<file path="src/rtl/ehq_pkg.sv">
// Shared widths, codes, constants and types of the environment hysteresis qualifier.
package ehq_pkg;

   localparam int NOW_W      = 32;
   localparam int LIGHT_W    = 7;
   localparam int GAS_W      = 10;
   localparam int TEMP_W     = 12;
   localparam int CSR_IDX_W  = 3;
   localparam int CSR_DATA_W = 32;
   localparam int NUM_TIMERS = 7;
   localparam int TMR_IDX_W  = $clog2(NUM_TIMERS);

   // register indexes on the csr port
   localparam logic [CSR_IDX_W-1:0] CSR_DARK_BELOW      = 3'd0;
   localparam logic [CSR_IDX_W-1:0] CSR_BRIGHT_ABOVE    = 3'd1;
   localparam logic [CSR_IDX_W-1:0] CSR_GAS_CRITICAL_ON = 3'd2;
   localparam logic [CSR_IDX_W-1:0] CSR_GAS_BAD_ON      = 3'd3;
   localparam logic [CSR_IDX_W-1:0] CSR_GAS_GOOD_OFF    = 3'd4;
   localparam logic [CSR_IDX_W-1:0] CSR_TEMP_HOT_ON     = 3'd5;
   localparam logic [CSR_IDX_W-1:0] CSR_TEMP_COOL_OFF   = 3'd6;
   localparam logic [CSR_IDX_W-1:0] CSR_LIGHT_DWELL_MS  = 3'd7;

   // register reset values
   localparam logic [LIGHT_W-1:0]       RST_DARK_BELOW      = 7'd10;
   localparam logic [LIGHT_W-1:0]       RST_BRIGHT_ABOVE    = 7'd20;
   localparam logic [GAS_W-1:0]         RST_GAS_CRITICAL_ON = 10'd300;
   localparam logic [GAS_W-1:0]         RST_GAS_BAD_ON      = 10'd150;
   localparam logic [GAS_W-1:0]         RST_GAS_GOOD_OFF    = 10'd100;
   localparam logic signed [TEMP_W-1:0] RST_TEMP_HOT_ON     = 12'sd300;
   localparam logic signed [TEMP_W-1:0] RST_TEMP_COOL_OFF   = 12'sd270;
   localparam logic [NOW_W-1:0]         RST_LIGHT_DWELL_MS  = 32'd5000;

   // fixed dwell times in ms
   localparam logic [NOW_W-1:0] CRITICAL_CONFIRM = 32'd10000;
   localparam logic [NOW_W-1:0] BAD_CONFIRM      = 32'd30000;
   localparam logic [NOW_W-1:0] GOOD_CONFIRM     = 32'd60000;
   localparam logic [NOW_W-1:0] HOT_CONFIRM      = 32'd30000;
   localparam logic [NOW_W-1:0] COOL_CONFIRM     = 32'd60000;

   // timer slots
   localparam logic [TMR_IDX_W-1:0] TMR_DARK  = 3'd0;
   localparam logic [TMR_IDX_W-1:0] TMR_LIGHT = 3'd1;
   localparam logic [TMR_IDX_W-1:0] TMR_CRIT  = 3'd2;
   localparam logic [TMR_IDX_W-1:0] TMR_BAD   = 3'd3;
   localparam logic [TMR_IDX_W-1:0] TMR_GOOD  = 3'd4;
   localparam logic [TMR_IDX_W-1:0] TMR_HOT   = 3'd5;
   localparam logic [TMR_IDX_W-1:0] TMR_COOL  = 3'd6;

   typedef enum logic [1:0] {
      TMR_HOLD,
      TMR_RUN,
      TMR_STOP
   } tmr_cmd_type;

   typedef struct packed {
      logic [LIGHT_W-1:0]       dark_below;
      logic [LIGHT_W-1:0]       bright_above;
      logic [GAS_W-1:0]         gas_critical_on;
      logic [GAS_W-1:0]         gas_bad_on;
      logic [GAS_W-1:0]         gas_good_off;
      logic signed [TEMP_W-1:0] temp_hot_on;
      logic signed [TEMP_W-1:0] temp_cool_off;
      logic [NOW_W-1:0]         light_dwell_ms;
   } cfg_type;

   typedef struct packed {
      logic [NOW_W-1:0]         now_ms;
      logic [LIGHT_W-1:0]       light_percent;
      logic [GAS_W-1:0]         gas_index;
      logic signed [TEMP_W-1:0] room_temp;
   } sample_type;

   typedef struct packed {
      logic night_mode;
      logic air_alarm;
      logic air_critical;
      logic cooling_on;
   } flags_type;

endpackage

</file>
<file path="src/rtl/ehq_req_if.sv">
// Sample channel: valid/ready handshake with one sensor sample as payload.
interface ehq_req_if;
   logic                                valid;
   logic                                ready;
   logic [ehq_pkg::NOW_W-1:0]           now_ms;
   logic [ehq_pkg::LIGHT_W-1:0]         light_percent;
   logic [ehq_pkg::GAS_W-1:0]           gas_index;
   logic signed [ehq_pkg::TEMP_W-1:0]   room_temp;

   modport source (output valid, output now_ms, output light_percent,
                   output gas_index, output room_temp, input ready);
   modport sink   (input valid, input now_ms, input light_percent,
                   input gas_index, input room_temp, output ready);
endinterface

</file>
<file path="src/rtl/ehq_rsp_if.sv">
// Result channel: valid/ready handshake with the four qualified flags as payload.
interface ehq_rsp_if;
   logic valid;
   logic ready;
   logic night_mode;
   logic air_alarm;
   logic air_critical;
   logic cooling_on;

   modport source (output valid, output night_mode, output air_alarm,
                   output air_critical, output cooling_on, input ready);
   modport sink   (input valid, input night_mode, input air_alarm,
                   input air_critical, input cooling_on, output ready);
endinterface

</file>
<file path="src/rtl/ehq_csr.sv">
// Threshold and dwell configuration registers behind the plain write port.
module ehq_csr (
   input  logic                               clock,
   input  logic                               reset,
   input  logic                               csr_we,
   input  logic [ehq_pkg::CSR_IDX_W-1:0]      csr_index,
   input  logic [ehq_pkg::CSR_DATA_W-1:0]     csr_wdata,
   output ehq_pkg::cfg_type                   cfg
);
   import ehq_pkg::*;

   cfg_type cfg_ff;
   cfg_type cfg_in;

   always_comb begin
      cfg_in = cfg_ff;
      if (csr_we) begin
         case (csr_index)
            CSR_DARK_BELOW:      cfg_in.dark_below      = csr_wdata[LIGHT_W-1:0];
            CSR_BRIGHT_ABOVE:    cfg_in.bright_above    = csr_wdata[LIGHT_W-1:0];
            CSR_GAS_CRITICAL_ON: cfg_in.gas_critical_on = csr_wdata[GAS_W-1:0];
            CSR_GAS_BAD_ON:      cfg_in.gas_bad_on      = csr_wdata[GAS_W-1:0];
            CSR_GAS_GOOD_OFF:    cfg_in.gas_good_off    = csr_wdata[GAS_W-1:0];
            CSR_TEMP_HOT_ON:     cfg_in.temp_hot_on     = signed'(csr_wdata[TEMP_W-1:0]);
            CSR_TEMP_COOL_OFF:   cfg_in.temp_cool_off   = signed'(csr_wdata[TEMP_W-1:0]);
            CSR_LIGHT_DWELL_MS:  cfg_in.light_dwell_ms  = csr_wdata[NOW_W-1:0];
            default: ;
         endcase
      end
   end

   always_ff @(posedge clock) begin
      if (reset) begin
         cfg_ff.dark_below      <= RST_DARK_BELOW;
         cfg_ff.bright_above    <= RST_BRIGHT_ABOVE;
         cfg_ff.gas_critical_on <= RST_GAS_CRITICAL_ON;
         cfg_ff.gas_bad_on      <= RST_GAS_BAD_ON;
         cfg_ff.gas_good_off    <= RST_GAS_GOOD_OFF;
         cfg_ff.temp_hot_on     <= RST_TEMP_HOT_ON;
         cfg_ff.temp_cool_off   <= RST_TEMP_COOL_OFF;
         cfg_ff.light_dwell_ms  <= RST_LIGHT_DWELL_MS;
      end else begin
         cfg_ff <= cfg_in;
      end
   end

   assign cfg = cfg_ff;
endmodule

</file>
<file path="src/rtl/ehq_dwell_timer.sv">
// One dwell timer: start stamp, running bit and wrap-safe elapsed compare.
module ehq_dwell_timer (
   input  logic                          clock,
   input  logic                          reset,
   input  logic                          enable,
   input  ehq_pkg::tmr_cmd_type          cmd,
   input  logic [ehq_pkg::NOW_W-1:0]     now_ms,
   input  logic [ehq_pkg::NOW_W-1:0]     dwell,
   output logic                          done
);
   import ehq_pkg::*;

   logic             running_ff;
   logic             running_in;
   logic [NOW_W-1:0] start_ff;
   logic [NOW_W-1:0] start_in;
   logic [NOW_W-1:0] elapsed;

   // idle timer starts now, so elapsed reads as zero
   assign elapsed = running_ff ? (now_ms - start_ff) : '0;
   assign done    = (elapsed >= dwell);

   always_comb begin
      running_in = running_ff;
      start_in   = start_ff;
      if (enable) begin
         case (cmd)
            TMR_RUN: begin
               if (!running_ff) begin
                  running_in = 1'b1;
                  start_in   = now_ms;
               end
            end
            TMR_STOP: running_in = 1'b0;
            default:  ;
         endcase
      end
   end

   always_ff @(posedge clock) begin
      if (reset) begin
         running_ff <= 1'b0;
      end else begin
         running_ff <= running_in;
      end
   end

   always_ff @(posedge clock) begin
      start_ff <= start_in;
   end
endmodule

</file>
<file path="src/rtl/ehq_core.sv">
// Qualifier decisions: threshold tests, timer commands and the four flag registers.
module ehq_core (
   input  logic                 clock,
   input  logic                 reset,
   input  logic                 enable,
   input  ehq_pkg::cfg_type     cfg,
   input  ehq_pkg::sample_type  sample,
   output ehq_pkg::flags_type   flags
);
   import ehq_pkg::*;

   tmr_cmd_type      cmd   [NUM_TIMERS];
   logic [NOW_W-1:0] dwell [NUM_TIMERS];
   logic [NUM_TIMERS-1:0] done;

   flags_type flags_ff;
   flags_type flags_in;

   logic is_dark;
   logic is_day;
   logic is_crit;
   logic is_bad;
   logic is_good;
   logic is_hot;
   logic is_cool;

   assign is_dark = sample.light_percent < cfg.dark_below;
   assign is_day  = sample.light_percent > cfg.bright_above;
   assign is_crit = sample.gas_index > cfg.gas_critical_on;
   assign is_bad  = sample.gas_index > cfg.gas_bad_on;
   assign is_good = sample.gas_index < cfg.gas_good_off;
   assign is_hot  = sample.room_temp > cfg.temp_hot_on;
   assign is_cool = sample.room_temp < cfg.temp_cool_off;

   always_comb begin
      dwell[TMR_DARK]  = cfg.light_dwell_ms;
      dwell[TMR_LIGHT] = cfg.light_dwell_ms;
      dwell[TMR_CRIT]  = CRITICAL_CONFIRM;
      dwell[TMR_BAD]   = BAD_CONFIRM;
      dwell[TMR_GOOD]  = GOOD_CONFIRM;
      dwell[TMR_HOT]   = HOT_CONFIRM;
      dwell[TMR_COOL]  = COOL_CONFIRM;
   end

   always_comb begin
      cmd      = '{default: TMR_HOLD};
      flags_in = flags_ff;

      // light: darkness wins over daylight, between thresholds nothing moves
      if (is_dark) begin
         cmd[TMR_LIGHT] = TMR_STOP;
         cmd[TMR_DARK]  = TMR_RUN;
         if (done[TMR_DARK]) flags_in.night_mode = 1'b1;
      end else if (is_day) begin
         cmd[TMR_DARK]  = TMR_STOP;
         cmd[TMR_LIGHT] = TMR_RUN;
         if (done[TMR_LIGHT]) flags_in.night_mode = 1'b0;
      end

      // gas: critical keeps bad/good timers; grey zone stops both
      if (is_crit) begin
         cmd[TMR_CRIT] = TMR_RUN;
         if (done[TMR_CRIT]) begin
            flags_in.air_critical = 1'b1;
            flags_in.air_alarm    = 1'b1;
         end
      end else begin
         cmd[TMR_CRIT]         = TMR_STOP;
         flags_in.air_critical = 1'b0;
         if (is_bad) begin
            cmd[TMR_GOOD] = TMR_STOP;
            cmd[TMR_BAD]  = TMR_RUN;
            if (done[TMR_BAD]) flags_in.air_alarm = 1'b1;
         end else if (is_good) begin
            cmd[TMR_BAD]  = TMR_STOP;
            cmd[TMR_GOOD] = TMR_RUN;
            if (done[TMR_GOOD]) flags_in.air_alarm = 1'b0;
         end else begin
            cmd[TMR_BAD]  = TMR_STOP;
            cmd[TMR_GOOD] = TMR_STOP;
         end
      end

      // temperature latch
      if (is_hot) begin
         cmd[TMR_COOL] = TMR_STOP;
         cmd[TMR_HOT]  = TMR_RUN;
         if (done[TMR_HOT]) flags_in.cooling_on = 1'b1;
      end else if (is_cool) begin
         cmd[TMR_HOT]  = TMR_STOP;
         cmd[TMR_COOL] = TMR_RUN;
         if (done[TMR_COOL]) flags_in.cooling_on = 1'b0;
      end
   end

   for (genvar g = 0; g < NUM_TIMERS; g++) begin : g_timer
      ehq_dwell_timer u_timer (
         .clock  (clock),
         .reset  (reset),
         .enable (enable),
         .cmd    (cmd[g]),
         .now_ms (sample.now_ms),
         .dwell  (dwell[g]),
         .done   (done[g])
      );
   end

   always_ff @(posedge clock) begin
      if (reset) begin
         flags_ff <= '0;
      end else if (enable) begin
         flags_ff <= flags_in;
      end
   end

   assign flags = flags_ff;
endmodule

</file>
<file path="src/rtl/environment_hysteresis_qualifier.sv">
// Top level of the environment hysteresis qualifier: channels, sample register, result control.
//
// Usage:
//   req_ch carries one sensor sample per transfer (now_ms, light_percent,
//   gas_index, room_temp). rsp_ch returns exactly one result per sample:
//   night_mode, air_alarm, air_critical and cooling_on as they stand after
//   that sample. The csr_ port writes one threshold or dwell register per
//   cycle with csr_we high; write only while no sample is in flight.
//   Flow: a transferred sample goes into the sample register, then
//   through the decision logic into the flag/result registers.
//   Throughput: one sample per cycle while rsp_ch takes each result;
//   a stall on rsp_ch holds samples back once both stages are full.
//   The flag registers double as the result register; a new sample may
//   sit in the sample register while a result waits, so req_ch stays
//   ready until both stages are full and rsp_ch is stalled.
//   Reset (synchronous, active high) restores register defaults, stops
//   all seven timers, clears the flags and empties both stages.
//   Timestamps wrap modulo 2^32; elapsed time is now_ms minus start.
module environment_hysteresis_qualifier (
   input  logic                            clock,
   input  logic                            reset,
   ehq_req_if.sink                         req_ch,
   ehq_rsp_if.source                       rsp_ch,
   input  logic                            csr_we,
   input  logic [ehq_pkg::CSR_IDX_W-1:0]   csr_index,
   input  logic [ehq_pkg::CSR_DATA_W-1:0]  csr_wdata
);
   import ehq_pkg::*;

   cfg_type    cfg;
   flags_type  flags;

   sample_type sample_ff;
   logic       s1_valid_ff;
   logic       s1_valid_in;
   logic       rsp_valid_ff;
   logic       rsp_valid_in;
   logic       advance;
   logic       req_xfer;

   // sample moves into the flag/result stage when that stage is free or drains
   assign advance  = s1_valid_ff && (!rsp_valid_ff || rsp_ch.ready);
   assign req_ch.ready = !s1_valid_ff || advance;
   assign req_xfer = req_ch.valid && req_ch.ready;

   always_comb begin
      s1_valid_in  = req_xfer ? 1'b1 : (advance ? 1'b0 : s1_valid_ff);
      rsp_valid_in = advance ? 1'b1 : (rsp_ch.ready ? 1'b0 : rsp_valid_ff);
   end

   always_ff @(posedge clock) begin
      if (reset) begin
         s1_valid_ff  <= 1'b0;
         rsp_valid_ff <= 1'b0;
      end else begin
         s1_valid_ff  <= s1_valid_in;
         rsp_valid_ff <= rsp_valid_in;
      end
   end

   // sample payload, no reset needed
   always_ff @(posedge clock) begin
      if (req_xfer) begin
         sample_ff.now_ms        <= req_ch.now_ms;
         sample_ff.light_percent <= req_ch.light_percent;
         sample_ff.gas_index     <= req_ch.gas_index;
         sample_ff.room_temp     <= req_ch.room_temp;
      end
   end

   ehq_csr u_csr (
      .clock     (clock),
      .reset     (reset),
      .csr_we    (csr_we),
      .csr_index (csr_index),
      .csr_wdata (csr_wdata),
      .cfg       (cfg)
   );

   ehq_core u_core (
      .clock  (clock),
      .reset  (reset),
      .enable (advance),
      .cfg    (cfg),
      .sample (sample_ff),
      .flags  (flags)
   );

   // flags only change on advance, which needs the result slot free, so
   // they hold steady while a result waits
   assign rsp_ch.valid        = rsp_valid_ff;
   assign rsp_ch.night_mode   = flags.night_mode;
   assign rsp_ch.air_alarm    = flags.air_alarm;
   assign rsp_ch.air_critical = flags.air_critical;
   assign rsp_ch.cooling_on   = flags.cooling_on;

   // critical is never set without the alarm, and leaving it never clears the alarm first
   a_crit_implies_alarm: assert property (@(posedge clock) disable iff (reset)
      flags.air_critical |-> flags.air_alarm)
      else $error("air_critical set without air_alarm");

   // input side only stalls when both stages are full and the receiver stalls
   a_ready_low_only_full: assert property (@(posedge clock) disable iff (reset)
      !req_ch.ready |-> (s1_valid_ff && rsp_valid_ff && !rsp_ch.ready))
      else $error("sample channel stalled with room available");

   // a new result only follows a sample leaving the sample register
   a_result_from_advance: assert property (@(posedge clock) disable iff (reset)
      $rose(rsp_valid_ff) |-> $past(advance))
      else $error("result appeared without a sample advancing");

   // flags may not move while a result waits to be taken
   a_flags_hold_on_stall: assert property (@(posedge clock) disable iff (reset)
      (rsp_valid_ff && !rsp_ch.ready) |=> $stable(flags))
      else $error("flags changed under a stalled result");
endmodule

</file>
<file path="src/flat_wrapper.sv">
// flat-port wrapper written by rule: the top's interface ports become plain ports
module environment_hysteresis_qualifier_flat import ehq_pkg::*;
  (clock, reset, csr_we, csr_index, csr_wdata, req_ch_valid, req_ch_now_ms, req_ch_light_percent, req_ch_gas_index, req_ch_room_temp, req_ch_ready, rsp_ch_valid, rsp_ch_night_mode, rsp_ch_air_alarm, rsp_ch_air_critical, rsp_ch_cooling_on, rsp_ch_ready);
  ehq_req_if req_ch_i ();
  ehq_rsp_if rsp_ch_i ();
  input  logic clock;
  input  logic reset;
  input  logic csr_we;
  input  logic [ehq_pkg::CSR_IDX_W-1:0] csr_index;
  input  logic [ehq_pkg::CSR_DATA_W-1:0] csr_wdata;
  input wire logic [$bits(req_ch_i.valid)-1:0] req_ch_valid;
  input wire logic [$bits(req_ch_i.now_ms)-1:0] req_ch_now_ms;
  input wire logic [$bits(req_ch_i.light_percent)-1:0] req_ch_light_percent;
  input wire logic [$bits(req_ch_i.gas_index)-1:0] req_ch_gas_index;
  input wire logic [$bits(req_ch_i.room_temp)-1:0] req_ch_room_temp;
  output wire logic [$bits(req_ch_i.ready)-1:0] req_ch_ready;
  output wire logic [$bits(rsp_ch_i.valid)-1:0] rsp_ch_valid;
  output wire logic [$bits(rsp_ch_i.night_mode)-1:0] rsp_ch_night_mode;
  output wire logic [$bits(rsp_ch_i.air_alarm)-1:0] rsp_ch_air_alarm;
  output wire logic [$bits(rsp_ch_i.air_critical)-1:0] rsp_ch_air_critical;
  output wire logic [$bits(rsp_ch_i.cooling_on)-1:0] rsp_ch_cooling_on;
  input wire logic [$bits(rsp_ch_i.ready)-1:0] rsp_ch_ready;
  assign req_ch_i.valid = req_ch_valid;
  assign req_ch_i.now_ms = req_ch_now_ms;
  assign req_ch_i.light_percent = req_ch_light_percent;
  assign req_ch_i.gas_index = req_ch_gas_index;
  assign req_ch_i.room_temp = req_ch_room_temp;
  assign req_ch_ready = req_ch_i.ready;
  assign rsp_ch_valid = rsp_ch_i.valid;
  assign rsp_ch_night_mode = rsp_ch_i.night_mode;
  assign rsp_ch_air_alarm = rsp_ch_i.air_alarm;
  assign rsp_ch_air_critical = rsp_ch_i.air_critical;
  assign rsp_ch_cooling_on = rsp_ch_i.cooling_on;
  assign rsp_ch_i.ready = rsp_ch_ready;
  environment_hysteresis_qualifier u_core (.clock(clock), .reset(reset), .req_ch(req_ch_i), .rsp_ch(rsp_ch_i), .csr_we(csr_we), .csr_index(csr_index), .csr_wdata(csr_wdata));
endmodule
</file>
<file path="config.mk">
export PLATFORM = sky130hd
export DESIGN_NAME = environment_hysteresis_qualifier_flat
export DESIGN_NICKNAME = d
export VERILOG_FILES = /design/src/rtl/ehq_pkg.sv /design/src/rtl/ehq_req_if.sv /design/src/rtl/ehq_rsp_if.sv /design/src/rtl/ehq_csr.sv /design/src/rtl/ehq_dwell_timer.sv /design/src/rtl/ehq_core.sv /design/src/rtl/environment_hysteresis_qualifier.sv /design/src/flat_wrapper.sv
export SDC_FILE = /design/constraint.sdc
export NUM_CORES = 1
export LEC_CHECK = 0
export ABC_AREA = 1
export CAP_MARGIN = 20
export CORE_MARGIN = 1
export CORE_UTILIZATION = 50
export DETAILED_ROUTE_END_ITERATION = 8
export DONT_BUFFER_PORTS = 1
export PLACE_DENSITY_LB_ADDON = 0.25
export SLEW_MARGIN = 5
export SYNTH_ARGS = -nofsm -noshare
export SYNTH_HDL_FRONTEND = slang
export SYNTH_HIERARCHICAL = 1
export SYNTH_SLANG_ARGS = --single-unit
</file>
<file path="constraint.sdc">
create_clock -name clock -period 7.7 [get_ports clock]
set_clock_uncertainty 0.05 [all_clocks]
set_input_delay 1.54 -clock clock [delete_from_list [all_inputs] [get_ports clock]]
set_output_delay 1.54 -clock clock [all_outputs]
set_load 0.01 [all_outputs]
</file>
==> summary.md <==
| Metric | Value |
|---|---|
| Class of the worst hold path | `reg -> reg` |
| Total GRT Usage | `0.2812` |
| Starting Density | `0.5074` |
| Sw Pwr | `2270 uW` |
| Met3 wire length | `7.925 mm` |
| Core Box Area | `79,390 sq um` |
| Flop pwr share | `0.360` |
| Final period util | `0.5331` |
| Slew @ Worst Pin | `1066 ps` |
| Highest routed metal layer | `met5` |
| Gate power share | `0.246` |
| Worst Setup Start Kind | `flip-flop` |
| Port bufs | `0` |
| Complex-gate fraction of the synthesized area | `0.08548` |
| Num rows | `103` |
| Max cap viols | `0` |
| Post-CTS Repair Setup Buffers | `0` |
| Min Clock Period, post-route | `4105 ps` |
| Commonest non-fill, non-tap cell in the layout | `nand2_1` |
| H-tree depth | `2` |
| Post-synth EDFFs | `between 200 and 300` |
| M1 wire length | `55.55 mm` |
| Seq/Total Area, Yosys | `0.2686` |
| Setup-failing EPs final | `0` |
| Worst skew pair latency | `about 650 ps` |
| FF-to-FF path depth | `23` |
| R2R setup slack | `about 3600 ps` |
| WL/cell | `15.59 um` |
| Ys flop type | `edfxtp_1` |
| Share of flip-flops with an asynchronous set or reset | `0` |
| DP Wirelength | `90.85 mm` |
| CTS clock-pin slew for the worst setup and hold paths | `60 ps` |
| Dpl cells | `7,366` |
| Via density | `4.991` |
| Fillcell total | `7,971` |
| Total number of vias | `37,280` |
| Largest family of logic cells by synthesized area | `simple AND/OR/NAND/NOR gates` |
| Fin Setup TNS | `0 ps` |
| R2R Path Start | `u_core/sample_ff[29]` |
| RSZ-0062 raised after global routing | `no` |
| Routed WL | `116.5 mm` |
| Avg Cell Area, Syn | `roughly 6.5 sq um` |
| WP data arrival | `4550 ps` |
| Synthesized flop and latch total | `398` |
| Xor/xnor share of the synthesized area | `0.003479` |
| Fin. max-slew vios | `0` |
| Power Density | `around 150 nW/um^2` |
| Synth Area in Simple Gates | `0.3337` |
| Synth warn | `6` |
| Peak supply drop | `0.0001995 V` |
| Die height | `285.8 um` |
| Horiz. Die Dim | `285.8 um` |
| Final net count | `6,999` |
| Critical path capture point | `u_core/u_core/flags[2]` |
| GP Congestion | `1.010` |
| Area Growth Syn to Fin | `9.613%` |
| Initial DRT Pass Iterations | `6` |
| Initial drt markers | `2,926` |
| Vias in the first global route | `roughly 34,000` |
| DRC | `0` |
| Total grt overflow | `0` |
| Fraction of layout cells with a size suffix above 1 | `0.08076` |
| Peak Freq | `0.2436 GHz` |
| Switch share | `0.3324` |
| CTS Buf Count | `51` |
| Initial antenna violation count | `20` |
| Largest net degree at the start of global routing | `101` |
| Relative slew slack | `0.2886` |
| IO Pins | `about 110` |
| Wire length on met2 | `~50 mm` |
| Clk sink count | `398` |
| P_leak | `0.02430 uW` |
| P_int | `4558 uW` |
| CTS max path bufs | `3` |
| Cell Area, Synth | `40,280 sq um` |
| Synth Instances | `6,171` |
| Die area | `~82,000 sq um` |
| Synth Area in Adders | `0.1650` |
| Status | `finished, final reports clean` |
| First-pass GRT wire length | `181.3 mm` |
| Clock root buffer | `clkbuf_16` |
| CP Launch Point | `u_core/sample_ff[29]` |
| Antenna viol nets, final | `0` |
| Mux contribution to synthesized area | `0` |
| Hold_buf cts | `0` |
| Clock share of power | `0.394` |
| CTS tree | `yes` |
| Critical Path Sink Type | `flip-flop` |
| Fin. Hold Viols | `0` |
| Critical path class | `reg -> reg` |
| Synth unique cells | `46` |
| CP max FO | `14` |
| Most frequent cells in the layout | `nand2_1 (1,788), inv_1 (1,402), nor2_1 (576), ha_1 (520), a21oi_1 (405)` |
| Worst EP required | `8150 ps` |
| Worst reg2reg path endpoint | `u_core/u_core/flags[2]` |
| CTS resizes | `0` |
| Hold Crit Depth | `2` |
| Non-Filler Instances | `7,470` |
==> state kept, by name (all words and copies together), names as in the netlist <==
| signal | count |
|---|---|
| u_core/u_csr/cfg | 100 |
| u_core/s1_valid_ff | 1 |
| u_core/u_core/flags | 4 |
| u_core/rsp_ch.valid | 1 |
| u_core/u_core/g_timer.u_timer/running_ff | 7 |
| u_core/u_core/g_timer.u_timer/start_ff | 224 |
| u_core/sample_ff | 61 |
==> per-layer routing <==
metal	track usage	vias to the layer above
met2	0.4447	1038
met3	0.03325	138
met5	0	-
met1	0.4039	16690
met4	0.07340	12
li1	-	19400
==> per-stage QoR <==
stage                     hold WS, ps  cell area [sq um]  worst slack [ps]  total power [uW]    util
after floorplan                 378.9              40880              3153              3697       -
after global placement          389.0              42150              3687              4116  0.5310
after detailed placement        395.2              42180              3649              4148  0.5313
after CTS                       410.9              44100              3617              6859  0.5556
after global routing            434.2              44140              3194              7191  0.5560
final                           407.7              44150              3595              6827  0.5562
==> power groups by stage <==
stage,Sequential (uW),Clock (uW),Combinational [uW]
2_1_floorplan,2470,0,1220
3_3_place_gp,2510,0,1610
3_5_place_dp,2510,0,1640
4_1_cts,2460,2740,1650
5_1_grt,2470,2820,1900
6_report,2460,2690,1680
==> Yosys cell counts (5+ instances only) <==
cell type	number	share of area
nand2_1	1788	0.17
inv_1	1403	0.13
nor2_1	583	0.054
ha_1	520	0.16
a21oi_1	406	0.050
nand3_1	287	0.036
edfxtp_1	285	0.21
o21ai_0	138	0.017
nand2_2	134	0.021
dfxtp_1	113	0.056
nor2_2	64	0.0099
nand4_1	61	0.0095
inv_2	56	0.0052
nand3_2	33	0.0082
and2_1	29	0.0045
o21bai_1	28	0.0052
nor3_2	25	0.0062
nor3_1	21	0.0026
nor2_4	17	0.0048
a21o_1	15	0.0028
a21oi_2	14	0.0030
buf_4	13	0.0024
nand2_4	12	0.0034
a31oi_1	11	0.0017
clkbuf_1	11	0.0010
xnor2_1	9	0.0020
nor3_4	8	0.0032
or2_2	8	0.0012
a311oi_1	7	0.0015
buf_1	7	0.00065
fa_1	7	0.0035
xor2_1	7	0.0015
and2_4	6	0.0013
buf_2	6	0.00075
buf_6	6	0.0017
and3_1	5	0.00078
o211ai_1	5	0.00093
o21ai_1	5	0.00062
==> cell type report <==
type                            count  area, sq um  share of cell area
Sequential cell                   398        10820              0.2451
Multi-Input combinational cell   4426        24300              0.5504
Clock buffer                       58         1374             0.03111
Timing Repair Buffer               35        304.0            0.006886
Inverter                         1459         5477              0.1240
Clock inverter                     38        548.0             0.01241
Tap cell                         1050         1314             0.02975
Antenna cell                        6        15.01           0.0003400
==> worst min-delay path by stage <==
stage                               from              endpoint  slack, ps
floorplan           u_core/u_csr/cfg[33]  u_core/u_csr/cfg[33]        380
global placement    u_core/u_csr/cfg[35]  u_core/u_csr/cfg[35]        390
detailed placement  u_core/u_csr/cfg[33]  u_core/u_csr/cfg[33]        400
CTS                 u_core/u_csr/cfg[33]  u_core/u_csr/cfg[33]        410
global route        u_core/u_csr/cfg[33]  u_core/u_csr/cfg[33]        430
finish              u_core/u_csr/cfg[33]  u_core/u_csr/cfg[33]        410
==> cell families after synthesis <==
family,Yosys count
and+or+nand+nor,3085
buffers and inverters,1505
AOI/OAI and AO/OA,638
adders and majority gates,527
DFF,398
xor gates and xnor gates,16
other,2
==> critical path: stages (launching register included) <==
cell and delay (ps):
edfxtp_1 830, inv_1 120, ha_1 220, inv_1 140
fa_1 290, nand3_1 90, nand3_1 160, nand3_1 120
nand3_2 130, nand2_1 110, a21oi_1 160, nor2_1 80
ha_1 270, nand2_1 40, nor2_1 130, nand4_1 140
nor2_1 220, nand4_1 100, nand3_1 100, nand2_1 90
nand2_2 140, nand3_1 110, nand2_1 90, a21oi_2 50
Note: power is estimated with default switching activity, not from simulation.
